===== config.mk =====
export PLATFORM = sky130hd
export DESIGN_NAME = wake_on_lan_magic_packet_detector_unit
export DESIGN_NICKNAME = d
export VERILOG_FILES = /design/src/wol_pkg.sv /design/src/wake_on_lan_magic_packet_detector_unit.sv
export SDC_FILE = /design/constraint.sdc
export NUM_CORES = 1
export LEC_CHECK = 0
export BUFFER_PORTS_ARGS = -buffer_cell sky130_fd_sc_hd__buf_2
export CAP_MARGIN = 20
export CORE_MARGIN = 10
export CORE_UTILIZATION = 57
export CTS_CLUSTER_DIAMETER = 50
export CTS_CLUSTER_SIZE = 25
export DETAILED_ROUTE_END_ITERATION = 12
export GPL_TIMING_DRIVEN = 1
export PLACE_DENSITY = 0.92
export SLEW_MARGIN = 0
export SYNTH_ARGS = -nofsm -noshare
export SYNTH_HDL_FRONTEND = slang
export SYNTH_SLANG_ARGS = --single-unit

===== constraint.sdc =====
create_clock -name clk -period 3.73 [get_ports clk]
set_input_delay 0.373 -clock clk [delete_from_list [all_inputs] [get_ports clk]]
set_output_delay 0.373 -clock clk [all_outputs]
set_load 0.005 [all_outputs]

===== src/wol_pkg.sv =====
`timescale 1ns / 1ps
`default_nettype none
// ----------------------------------------------------------------------------
// wol_pkg
// Shared types and constants for the Wake-on-LAN magic packet detector.
// ----------------------------------------------------------------------------
package wol_pkg;

	localparam int unsigned POS_W     = 7;   // byte position, saturating
	localparam int unsigned FF_W      = 3;   // header 0xFF byte count
	localparam int unsigned CNT_W     = 5;   // matching group count
	localparam int unsigned GRP_IDX_W = 3;   // byte index inside a group
	localparam int unsigned ADDR_W    = 48;  // station address width

	localparam int unsigned HEADER_BYTES = 6;
	localparam int unsigned ADDR_BYTES   = 6;
	localparam logic [7:0]  BYTE_ONES    = 8'hFF;

	localparam int unsigned DEF_MAX_PACKET_BYTES = 112;
	localparam int unsigned DEF_ADDRESS_REPEATS  = 16;

	typedef struct packed {
		logic [7:0] data_byte;
		logic       end_of_packet;
	} wol_in_t;

	typedef struct packed {
		logic             header_ok;
		logic [CNT_W-1:0] address_matches;
		logic             wake;
	} wol_out_t;

endpackage : wol_pkg
`default_nettype wire


===== src/wake_on_lan_magic_packet_detector_unit.sv =====
`timescale 1ns / 1ps
`default_nettype none
// ----------------------------------------------------------------------------
// wake_on_lan_magic_packet_detector_unit
// Byte-serial magic packet checker with a two-entry result buffer.
// ----------------------------------------------------------------------------
// Takes a datagram payload one item (byte) per clock and reports on the last
// byte of each packet: header_ok when bytes 0..5 are all 0xFF, the number of
// complete 6-byte groups that equal station_address (forced to 0 with a bad
// header), and wake when the header is good and all ADDRESS_REPEATS groups
// matched. Bytes beyond the last group, and at or past MAX_PACKET_BYTES, are
// ignored. One byte is taken every cycle while in_ready is high: the per-packet
// counters update in a single pass of short logic at each accepted byte, and
// the result is registered into the output entry, or into the skid entry while
// the output is stalled. The skid entry behind the output register keeps the
// input open while a result waits; in_ready drops only when both entries hold
// results not yet taken. A write on cfg_we replaces the address at once; bytes
// after it compare against the new value.
// ----------------------------------------------------------------------------
module wake_on_lan_magic_packet_detector_unit
	import wol_pkg::*;
#(
	parameter int unsigned MAX_PACKET_BYTES = DEF_MAX_PACKET_BYTES,
	parameter int unsigned ADDRESS_REPEATS  = DEF_ADDRESS_REPEATS
) (
	input  wire logic              clk,
	input  wire logic              arst_n,
	// configuration
	input  wire logic              cfg_we,
	input  wire logic [ADDR_W-1:0] cfg_wdata,
	// byte input
	input  wire logic              in_valid,
	output logic                   in_ready,
	input  wire wol_in_t           in_data,
	// packet result
	output logic                   out_valid,
	input  wire logic              out_ready,
	output wol_out_t               out_data
);

	// position where the address groups end, and the saturation limit
	localparam logic [POS_W-1:0] GROUP_END =
		POS_W'(HEADER_BYTES + ADDR_BYTES * ADDRESS_REPEATS);
	localparam logic [POS_W-1:0] MAX_POS    = POS_W'(MAX_PACKET_BYTES);
	localparam logic [POS_W-1:0] HDR_END    = POS_W'(HEADER_BYTES);
	localparam logic [FF_W-1:0]  FF_FULL    = FF_W'(HEADER_BYTES);
	localparam logic [GRP_IDX_W-1:0] GRP_LAST = GRP_IDX_W'(ADDR_BYTES - 1);
	localparam logic [CNT_W-1:0] CNT_ALL    = CNT_W'(ADDRESS_REPEATS);

	// configuration register
	logic [ADDR_W-1:0]    station_address_q;

	// packet state
	logic [POS_W-1:0]     pos_q,      pos_d;
	logic [FF_W-1:0]      ff_cnt_q,   ff_cnt_d;
	logic [CNT_W-1:0]     match_q,    match_d;
	logic                 grp_eq_q,   grp_eq_d;
	logic [GRP_IDX_W-1:0] grp_idx_q,  grp_idx_d;

	// result buffer: output entry and skid entry
	logic                 out_vld_q;
	wol_out_t             out_q;
	logic                 skid_vld_q;
	wol_out_t             skid_q;

	logic                 in_acc;
	logic                 out_pop;
	logic                 push;
	logic [7:0]           want_byte;
	logic                 byte_eq;
	logic                 hdr_ok;
	wol_out_t             res;

	assign in_ready = !skid_vld_q;
	assign in_acc   = in_valid && in_ready;
	assign out_pop  = out_vld_q && out_ready;
	assign push     = in_acc && in_data.end_of_packet;

	assign out_valid = out_vld_q;
	assign out_data  = out_q;

	// address byte for the current group slot, first byte in the top bits
	always_comb begin
		unique case (grp_idx_q)
			3'd0:    want_byte = station_address_q[47:40];
			3'd1:    want_byte = station_address_q[39:32];
			3'd2:    want_byte = station_address_q[31:24];
			3'd3:    want_byte = station_address_q[23:16];
			3'd4:    want_byte = station_address_q[15:8];
			default: want_byte = station_address_q[7:0];
		endcase
	end

	assign byte_eq = (in_data.data_byte == want_byte);

	// next packet state for the byte at the input
	always_comb begin
		pos_d     = pos_q;
		ff_cnt_d  = ff_cnt_q;
		match_d   = match_q;
		grp_eq_d  = grp_eq_q;
		grp_idx_d = grp_idx_q;
		if (pos_q < MAX_POS) begin
			pos_d = pos_q + POS_W'(1);
			if (pos_q < HDR_END) begin
				if (in_data.data_byte == BYTE_ONES) begin
					ff_cnt_d = ff_cnt_q + FF_W'(1);
				end
			end else if (pos_q < GROUP_END) begin
				if (grp_idx_q == GRP_LAST) begin
					// group complete: count it and restart
					if (grp_eq_q && byte_eq) begin
						match_d = match_q + CNT_W'(1);
					end
					grp_eq_d  = 1'b1;
					grp_idx_d = '0;
				end else begin
					grp_eq_d  = grp_eq_q && byte_eq;
					grp_idx_d = grp_idx_q + GRP_IDX_W'(1);
				end
			end
		end
	end

	// result from the updated counters
	always_comb begin
		hdr_ok              = (ff_cnt_d == FF_FULL);
		res.header_ok       = hdr_ok;
		res.address_matches = hdr_ok ? match_d : '0;
		res.wake            = hdr_ok && (match_d == CNT_ALL);
	end

	always_ff @(posedge clk or negedge arst_n) begin
		if (!arst_n) begin
			station_address_q <= '0;
		end else if (cfg_we) begin
			station_address_q <= cfg_wdata;
		end
	end

	always_ff @(posedge clk or negedge arst_n) begin
		if (!arst_n) begin
			pos_q     <= '0;
			ff_cnt_q  <= '0;
			match_q   <= '0;
			grp_eq_q  <= 1'b1;
			grp_idx_q <= '0;
		end else if (in_acc) begin
			if (in_data.end_of_packet) begin
				// packet done: clear for the next one
				pos_q     <= '0;
				ff_cnt_q  <= '0;
				match_q   <= '0;
				grp_eq_q  <= 1'b1;
				grp_idx_q <= '0;
			end else begin
				pos_q     <= pos_d;
				ff_cnt_q  <= ff_cnt_d;
				match_q   <= match_d;
				grp_eq_q  <= grp_eq_d;
				grp_idx_q <= grp_idx_d;
			end
		end
	end

	// result buffer control; skid entry only fills while output is stalled
	always_ff @(posedge clk or negedge arst_n) begin
		if (!arst_n) begin
			out_vld_q  <= 1'b0;
			skid_vld_q <= 1'b0;
		end else if (skid_vld_q) begin
			if (out_pop) begin
				out_vld_q  <= 1'b1;
				skid_vld_q <= 1'b0;
			end
		end else if (out_vld_q && !out_pop) begin
			skid_vld_q <= push;
		end else begin
			out_vld_q <= push;
		end
	end

	always_ff @(posedge clk) begin
		if (skid_vld_q) begin
			if (out_pop) begin
				out_q <= skid_q;
			end
		end else if (out_vld_q && !out_pop) begin
			if (push) begin
				skid_q <= res;
			end
		end else if (push) begin
			out_q <= res;
		end
	end

endmodule : wake_on_lan_magic_packet_detector_unit
`default_nettype wire

==> key figures, run 1 <==
Status
  • Outcome: complete, no violations

Power
  • VDD IR max: 0.448 mV
  • Leak Pwr: 2.18 nW
  • PD cells: 538 nW/µm²
  • Total power: 2.71 mW

Die
  • Std cell rows: 31
  • Starting Density: 59.7%
  • Die W: 108 µm
  • I/O pin total: 71
  • Core Area: 7370 µm²
  • Die H: 108 µm
  • Die area: 11,600 µm²

Routing
  • Via count: 3,501
  • Routed WL: 11,000 µm
  • Vias/cell: 6.04
  • Drt drc: 0
  • Post-route ant nets: 0
  • Drt pass-1 iters: 5
  • DRT iter0 DRCs: 234
  • Avg WL per Cell: 18.9 µm

STA
  • Period utilization: 89.6%
  • Max Clk Rate: 299 MHz
  • Slew Limit Fails: 0
  • Final Hold Viols: 0
  • Setup TNS: 0 ns
  • Post-layout minimum cycle time: 3.34 ns
  • Slew of the pin with the lowest slew margin: 1.05 ns
  • Setup Viol. Count Final: 0
  • RSZ-0062 raised after global routing: false
  • Worst-case clock skew: 0.0146 ns
  • Max_slew headroom: 30.1%

Layout
  • Antenna cells: 0
  • Multi-input gate area: 2080 µm²
  • Register area: 2150 µm²
  • # nets final: 542
  • Synth-to-layout area growth: 14.4%
  • Share of layout cells above drive strength 1: 31.6%
  • FILL cells: 561

CTS
  • Hold-fix buffers, CTS: 0
  • CTS Sinks: 83
  • Root Driver: clkbuf_8
  • # Post-CTS Setup Buffers: 0
  • CTS tree: yes
  • CTS Buf Count: 9
  • Htree depth: 3
  • CTS max path bufs: 2
  • Worst-path clk slew: 0.10 ns
  • Clk Latency, worst-skew pair: 0.36 ns
  • Post_cts resized: 0

Synthesis
  • Area contributors post-synth: dfrtp_1, mux2_2, edfxtp_1
  • Syn_nets: 474
  • Commonest cells in the netlist: dfrtp_1, mux2_2, nand2_1
  • Synth Area per Inst: 10.8 µm²
  • Sequential-to-total area share from yosys stat: 48.8%
  • Synthesized instance count: 408
  • Post-synth EDFFs: 14
  • Syn. warnings: 0
  • Count leader, synth: dfrtp_1
  • Synth top area share: 38.7%
  • FF+latch count, synth: 83
  • Async S/R FF share, synth: 83.1%
  • Synth area leader: dfrtp_1
  • Synth Flop Type: dfrtp_1
  • Number of distinct library cells after synthesis: 67
  • Post-Syn Area: 4400 µm²

Critical path
  • CP max stage delay: 0.50 ns
  • Family with the most delay on the worst path: compound AO/OA/AOI/OAI gates
  • CP max stage cell: or4b_1
  • Critical path data arrival time: 3.46 ns
  • Crit path capture type: flip-flop
  • Crit path max fanout: 11
  • Worst Setup Path Type: reg -> reg
  • CP cell instances: inv_1 -> ha_1 -> inv_1 -> nand2_2 -> o211ai_1 -> o211ai_2 -> o21ai_0 -> or4b_1 -> a2111o_1 -> xnor2_2 -> a32o_2
  • FF-to-FF setup slack: 0.39 ns
  • Startpoint types: flip-flop
  • CP required: 3.84 ns
  • Cell mode on critical path: inv_1
  • WP buf/inv: 2

GRT
  • Global-route wire length before repair: 18,300 µm
  • Initial antenna violation count: 0
  • Total GRT Usage: 19.5%
  • GRT overflow: 0
  • Pin count of the biggest net entering global routing: 57
  • Vias in the first global route: 3,623

Place
  • GP Congestion: 0.901
  • HPWL Detailed: 8100 µm
  • PortBufs: 70

Hold path
  • Worst min-delay path class: in -> async

Run
  • Maxcap violations: 0
[through the flow]
stage	util, %	hold slack (ns)	instances	worst slack, ns	instance area, µm²
final	68.3	0.147	580	0.386	5040
after global routing	68.3	0.183	580	0.0945	5040
after CTS	68.2	0.177	579	0.225	5030
after detailed placement	65.4	0.488	563	0.259	4820
after global placement	65.4	0.483	563	0.370	4820
after floorplan	-	0.0774	408	0.430	4400
[path summary, 6_finish.rpt]
path / depth (start not counted) / endpoint / startpoint
worst max-delay path: 11 / out_data[0] / grp_idx_q[2]
worst min-delay path: 1 / station_address_q[27] / arst_n
worst max register to register: 11 / out_data[0] / grp_idx_q[2]
worst min register to register: 1 / station_address_q[9] / station_address_q[9]
max in group asynchronous: 2 / station_address_q[8] / arst_n
min in group clk: 2 / skid_vld_q / out_ready
[cell families after synthesis]
kind of cell,after synthesis,synth area share (%)
simple gates,114,13.9
compound gates,107,16.9
flops,83,48.8
mux,53,13.3
buf+inv,38,3.98
xor+xnor,8,1.76
fa+ha+maj,5,1.39
[final cells by class]
type                    count  share of cell area [%]
clock buffers              10                    2.73
clock inverters             6                    1.42
inverters                  17                    1.27
multi-input cells         287                    41.3
flip-flops and latches     83                    42.7
well taps                  99                    2.46
repair buffers             78                    8.15
[worst reg2reg max path, stage by stage, from the launching register on]
cell and delay, ns:
dfrtp_1 0.38, inv_1 0.13, ha_1 0.36, inv_1 0.18, nand2_2 0.23, o211ai_1 0.20, o211ai_2 0.15, o21ai_0 0.13
or4b_1 0.51, a2111o_1 0.42, xnor2_2 0.18, a32o_2 0.25
[layer usage]
metal | part of all wire (%) | vias to the layer above | GRT usage [%]
met5 | 0 | - | 0
met4 | 1.5 | 0 | 5.44
met3 | 6.9 | 17 | 4.25
met2 | 48 | 143 | 32.0
met1 | 43 | 1696 | 25.2
li1 | - | 1645 | -
[flip-flops by register name (all words and copies together), names as in the netlist]
| name | cells |
|---|---|
| out_valid | 1 |
| grp_idx_q | 3 |
| skid_q | 7 |
| ff_cnt_q | 3 |
| station_address_q | 48 |
| grp_eq_q | 1 |
| match_q | 5 |
| out_data | 7 |
| pos_q | 7 |
| skid_vld_q | 1 |
[power breakdown]
part / internal [mW] / switching (mW)
sequential: 1.05 / 0.0955
clock: 0.334 / 0.353
combinational: 0.371 / 0.501
[cells in the final DEF (no fill, tap or decap), types with 10 or more instances in the layout]
cell / count
clkbuf_8: 10
dfrtp_1: 68
o21ai_0: 32
nand2_1: 39
edfxtp_1: 14
inv_1: 17
nor2_1: 20
mux2_2: 42
nand3_1: 14
a21oi_1: 16
mux2i_1: 10
buf_2: 70
(Power assumes the default switching activity.)
==> inputs of run 2 (changes only) <==
ABC_AREA = 1   (was not set)
CELL_PAD_IN_SITES_DETAIL_PLACEMENT = 0   (was not set)
CELL_PAD_IN_SITES_GLOBAL_PLACEMENT = 1   (was not set)
CORE_UTILIZATION = 43   (was 57)
==> key figures, run 2 <==
CTS
  • # Post-CTS Setup Buffers: 0 (unchanged)
  • CTS max path bufs: 2 (unchanged)
  • Post_cts resized: 0 (unchanged)
  • CTS Buf Count: 9 (unchanged)
  • CTS tree: yes
  • CTS Sinks: 83 (unchanged)
  • Worst-path clk slew: 0.09 ns (about the same)
  • Hold-fix buffers, CTS: 0 (unchanged)
  • Clk Latency, worst-skew pair: 0.37 ns (about the same)
  • Htree depth: 3 (unchanged)
  • Root Driver: clkbuf_8

Critical path
  • Cell mode on critical path: nand2_1
  • CP max stage cell: ha_1
  • Critical path data arrival time: 3.18 ns (-0.28 ns)
  • Crit path capture type: flip-flop
  • WP buf/inv: 3 (+1)
  • CP max stage delay: 0.52 ns (+0.02 ns)
  • CP cell instances: inv_2 -> ha_1 -> nor2_4 -> nand2_4 -> inv_6 -> nand2_1 -> nand3_1 -> nand2_1 -> nand2_1 -> nor2_1 -> nand3_2 -> nor3_2 -> nand4_1 -> nand2_1 -> nor2_2 -> inv_2 -> nor2_1
  • CP required: 3.86 ns (+0.02 ns)
  • Worst Setup Path Type: reg -> reg
  • Crit path max fanout: 22 (+11)
  • Family with the most delay on the worst path: simple AND/OR/NAND/NOR gates
  • Startpoint types: flip-flop

STA
  • Max_slew headroom: 49.0% (+19 points)
  • Setup Viol. Count Final: 0 (unchanged)
  • RSZ-0062 raised after global routing: false
  • Max Clk Rate: 328 MHz (+9.7%)
  • Slew Limit Fails: 0 (unchanged)
  • Period utilization: 81.7% (-7.9 points)
  • Slew of the pin with the lowest slew margin: 0.765 ns (-0.284 ns)
  • Post-layout minimum cycle time: 3.05 ns (-0.296 ns)
  • Setup TNS: 0 ns (unchanged)
  • Worst-case clock skew: 0.0131 ns (-0.00147 ns)
  • Final Hold Viols: 0 (unchanged)

Layout
  • Commonest non-fill, non-tap cells in the layout: nand2_1, buf_2, dfrtp_1
  • # nets final: 646 (+19%)
  • Max FFs per register: 48 (unchanged)
  • Share of layout cells above drive strength 1: 26.7% (-4.9 points)
  • Commonest non-fill, non-tap cell in the layout: nand2_1
  • Synth-to-layout area growth: 14.5% (about the same)
  • Antenna cells: 0 (unchanged)
  • Top reg by flops: station_address_q
  • FILL cells: 1,038 (+85%)

Place
  • GP Congestion: 0.881 (-2.2%)
  • PortBufs: 70 (unchanged)
  • HPWL Detailed: 8530 µm (+5.2%)

Synthesis
  • Synthesized instance count: 511 (+25%)
  • Syn. warnings: 0 (unchanged)
  • Syn_nets: 577 (+22%)
  • Sequential-to-total area share from yosys stat: 48.4% (-0.40 points)
  • Post-synth EDFFs: 14 (unchanged)
  • Number of distinct library cells after synthesis: 38 (-43%)
  • Synth Area per Inst: 8.68 µm² (-19%)
  • Area contributors post-synth: dfrtp_1, nand2_1, mux2_2
  • Count leader, synth: nand2_1
  • Post-Syn Area: 4440 µm² (+0.82%)
  • Commonest cells in the netlist: nand2_1, dfrtp_1, inv_1
  • Synth Flop Type: dfrtp_1
  • Synth top area share: 38.3% (-0.32 points)
  • Synth area leader: dfrtp_1
  • Async S/R FF share, synth: 83.1% (unchanged)
  • FF+latch count, synth: 83 (unchanged)

GRT
  • Total GRT Usage: 15.4% (-4.0 points)
  • Global-route wire length before repair: 18,300 µm (+0.23%)
  • Initial antenna violation count: 0 (unchanged)
  • Pin count of the biggest net entering global routing: 56 (-1.8%)
  • Vias in the first global route: 3,859 (+6.5%)
  • GRT overflow: 0 (unchanged)

Die
  • Die area: 14,800 µm² (+27%)
  • Std cell rows: 37 (+19%)
  • Die H: 122 µm (+13%)
  • I/O pin total: 71 (unchanged)
  • Die W: 122 µm (+13%)
  • Core Area: 10,200 µm² (+38%)
  • Starting Density: 43.6% (-16 points)

Routing
  • Drt drc: 0 (unchanged)
  • Vias/cell: 5.19 (-14%)
  • DRT iter0 DRCs: 214 (-8.5%)
  • Drt pass-1 iters: 5 (unchanged)
  • Post-route ant nets: 0 (unchanged)
  • Routed WL: 11,100 µm (+1.1%)
  • Via count: 3,744 (+6.9%)
  • Avg WL per Cell: 15.4 µm (-19%)

Power
  • Total power: 2.23 mW (-18%)
  • PD cells: 440 nW/µm² (-18%)
  • VDD IR max: 0.273 mV (-39%)
  • Leak Pwr: 2.49 nW (+14%)

Hold path
  • Worst min-delay path class: in -> async

Run
  • Maxcap violations: 0 (unchanged)

Status
  • Outcome: complete, no violations
==> run 2: cell count changes in the layout (fill, tap and decap cells not counted), moves of 7 or more <==
cell	change
nand2_1	+94
inv_1	+37
nor2_1	+29
nand4_1	+22
nand3_1	+14
o21ai_0	-13
mux2i_1	-10
a21oi_1	-7
==> run 2: path summary, 6_finish.rpt <==
kind	start	end	slack, ns	cells past startpoint
worst min-delay path	arst_n	station_address_q[15]	0.07	1
worst max register to register	grp_idx_q[2]	skid_q[0]	0.68	17
worst min register to register	pos_q[0]	pos_q[0]	0.52	1
max in group asynchronous	arst_n	grp_eq_q	2.69	2
min in group clk	cfg_wdata[0]	station_address_q[0]	0.22	3
worst max-delay path	grp_idx_q[2]	skid_q[0]	0.68	17
==> run 2: final cells by class <==
| type | instances | area, µm² | share of cell area [%] |
|---|---|---|---|
| clock buffers | 9 | 124 | 2.44 |
| clock inverters | 7 | 56.3 | 1.11 |
| inverters | 60 | 230 | 4.53 |
| multi-input cells | 354 | 1970 | 38.9 |
| flip-flops and latches | 83 | 2150 | 42.3 |
| well taps | 136 | 170 | 3.35 |
| repair buffers | 72 | 378 | 7.44 |
==> run 2: kinds of logic after synthesis <==
kind of cell | share of synthesized area, %
xor gates and xnor gates | 0.395
adders and majority gates | 1.13
muxes | 10.4
buffers and inverters | 7.10
AOI/OAI and AO/OA | 5.22
and+or+nand+nor | 27.3
DFF | 48.4
==> run 2: report_power, final <==
group / switching (mW) / leakage [nW] / internal, mW
Clock: 0.363 / 0.0862 / 0.251
Combinational: 0.342 / 1.43 / 0.204
Sequential: 0.0674 / 0.983 / 1.01
Total: 0.772 / 2.49 / 1.46
==> run 2: per-stage QoR <==
stage / worst slack, ns / std cells / hold slack [ns] / util, % / cell area, µm²
after CTS: 0.727 / 720 / 0.0928 / 49.7 / 5060
final: 0.682 / 721 / 0.0740 / 49.9 / 5080
after detailed placement: 0.728 / 704 / 0.488 / 47.9 / 4880
after global routing: 0.425 / 721 / 0.128 / 49.9 / 5080
after floorplan: 1.18 / 511 / 0.0774 / - / 4440
after global placement: 0.850 / 704 / 0.476 / 47.9 / 4880
==> run 2: per-layer routing <==
| metal | part of all wire [%] | track usage (%) | wire length (µm) | vias to the layer above |
|---|---|---|---|---|
| met5 | 0 | 0 | 0 | - |
| met4 | 1.8 | 6.04 | 198 | 0 |
| met3 | 4.6 | 3.28 | 514 | 15 |
| met2 | 48 | 25.9 | 5330 | 106 |
| met1 | 45 | 19.0 | 5030 | 1799 |
| li1 | - | - | - | 1824 |
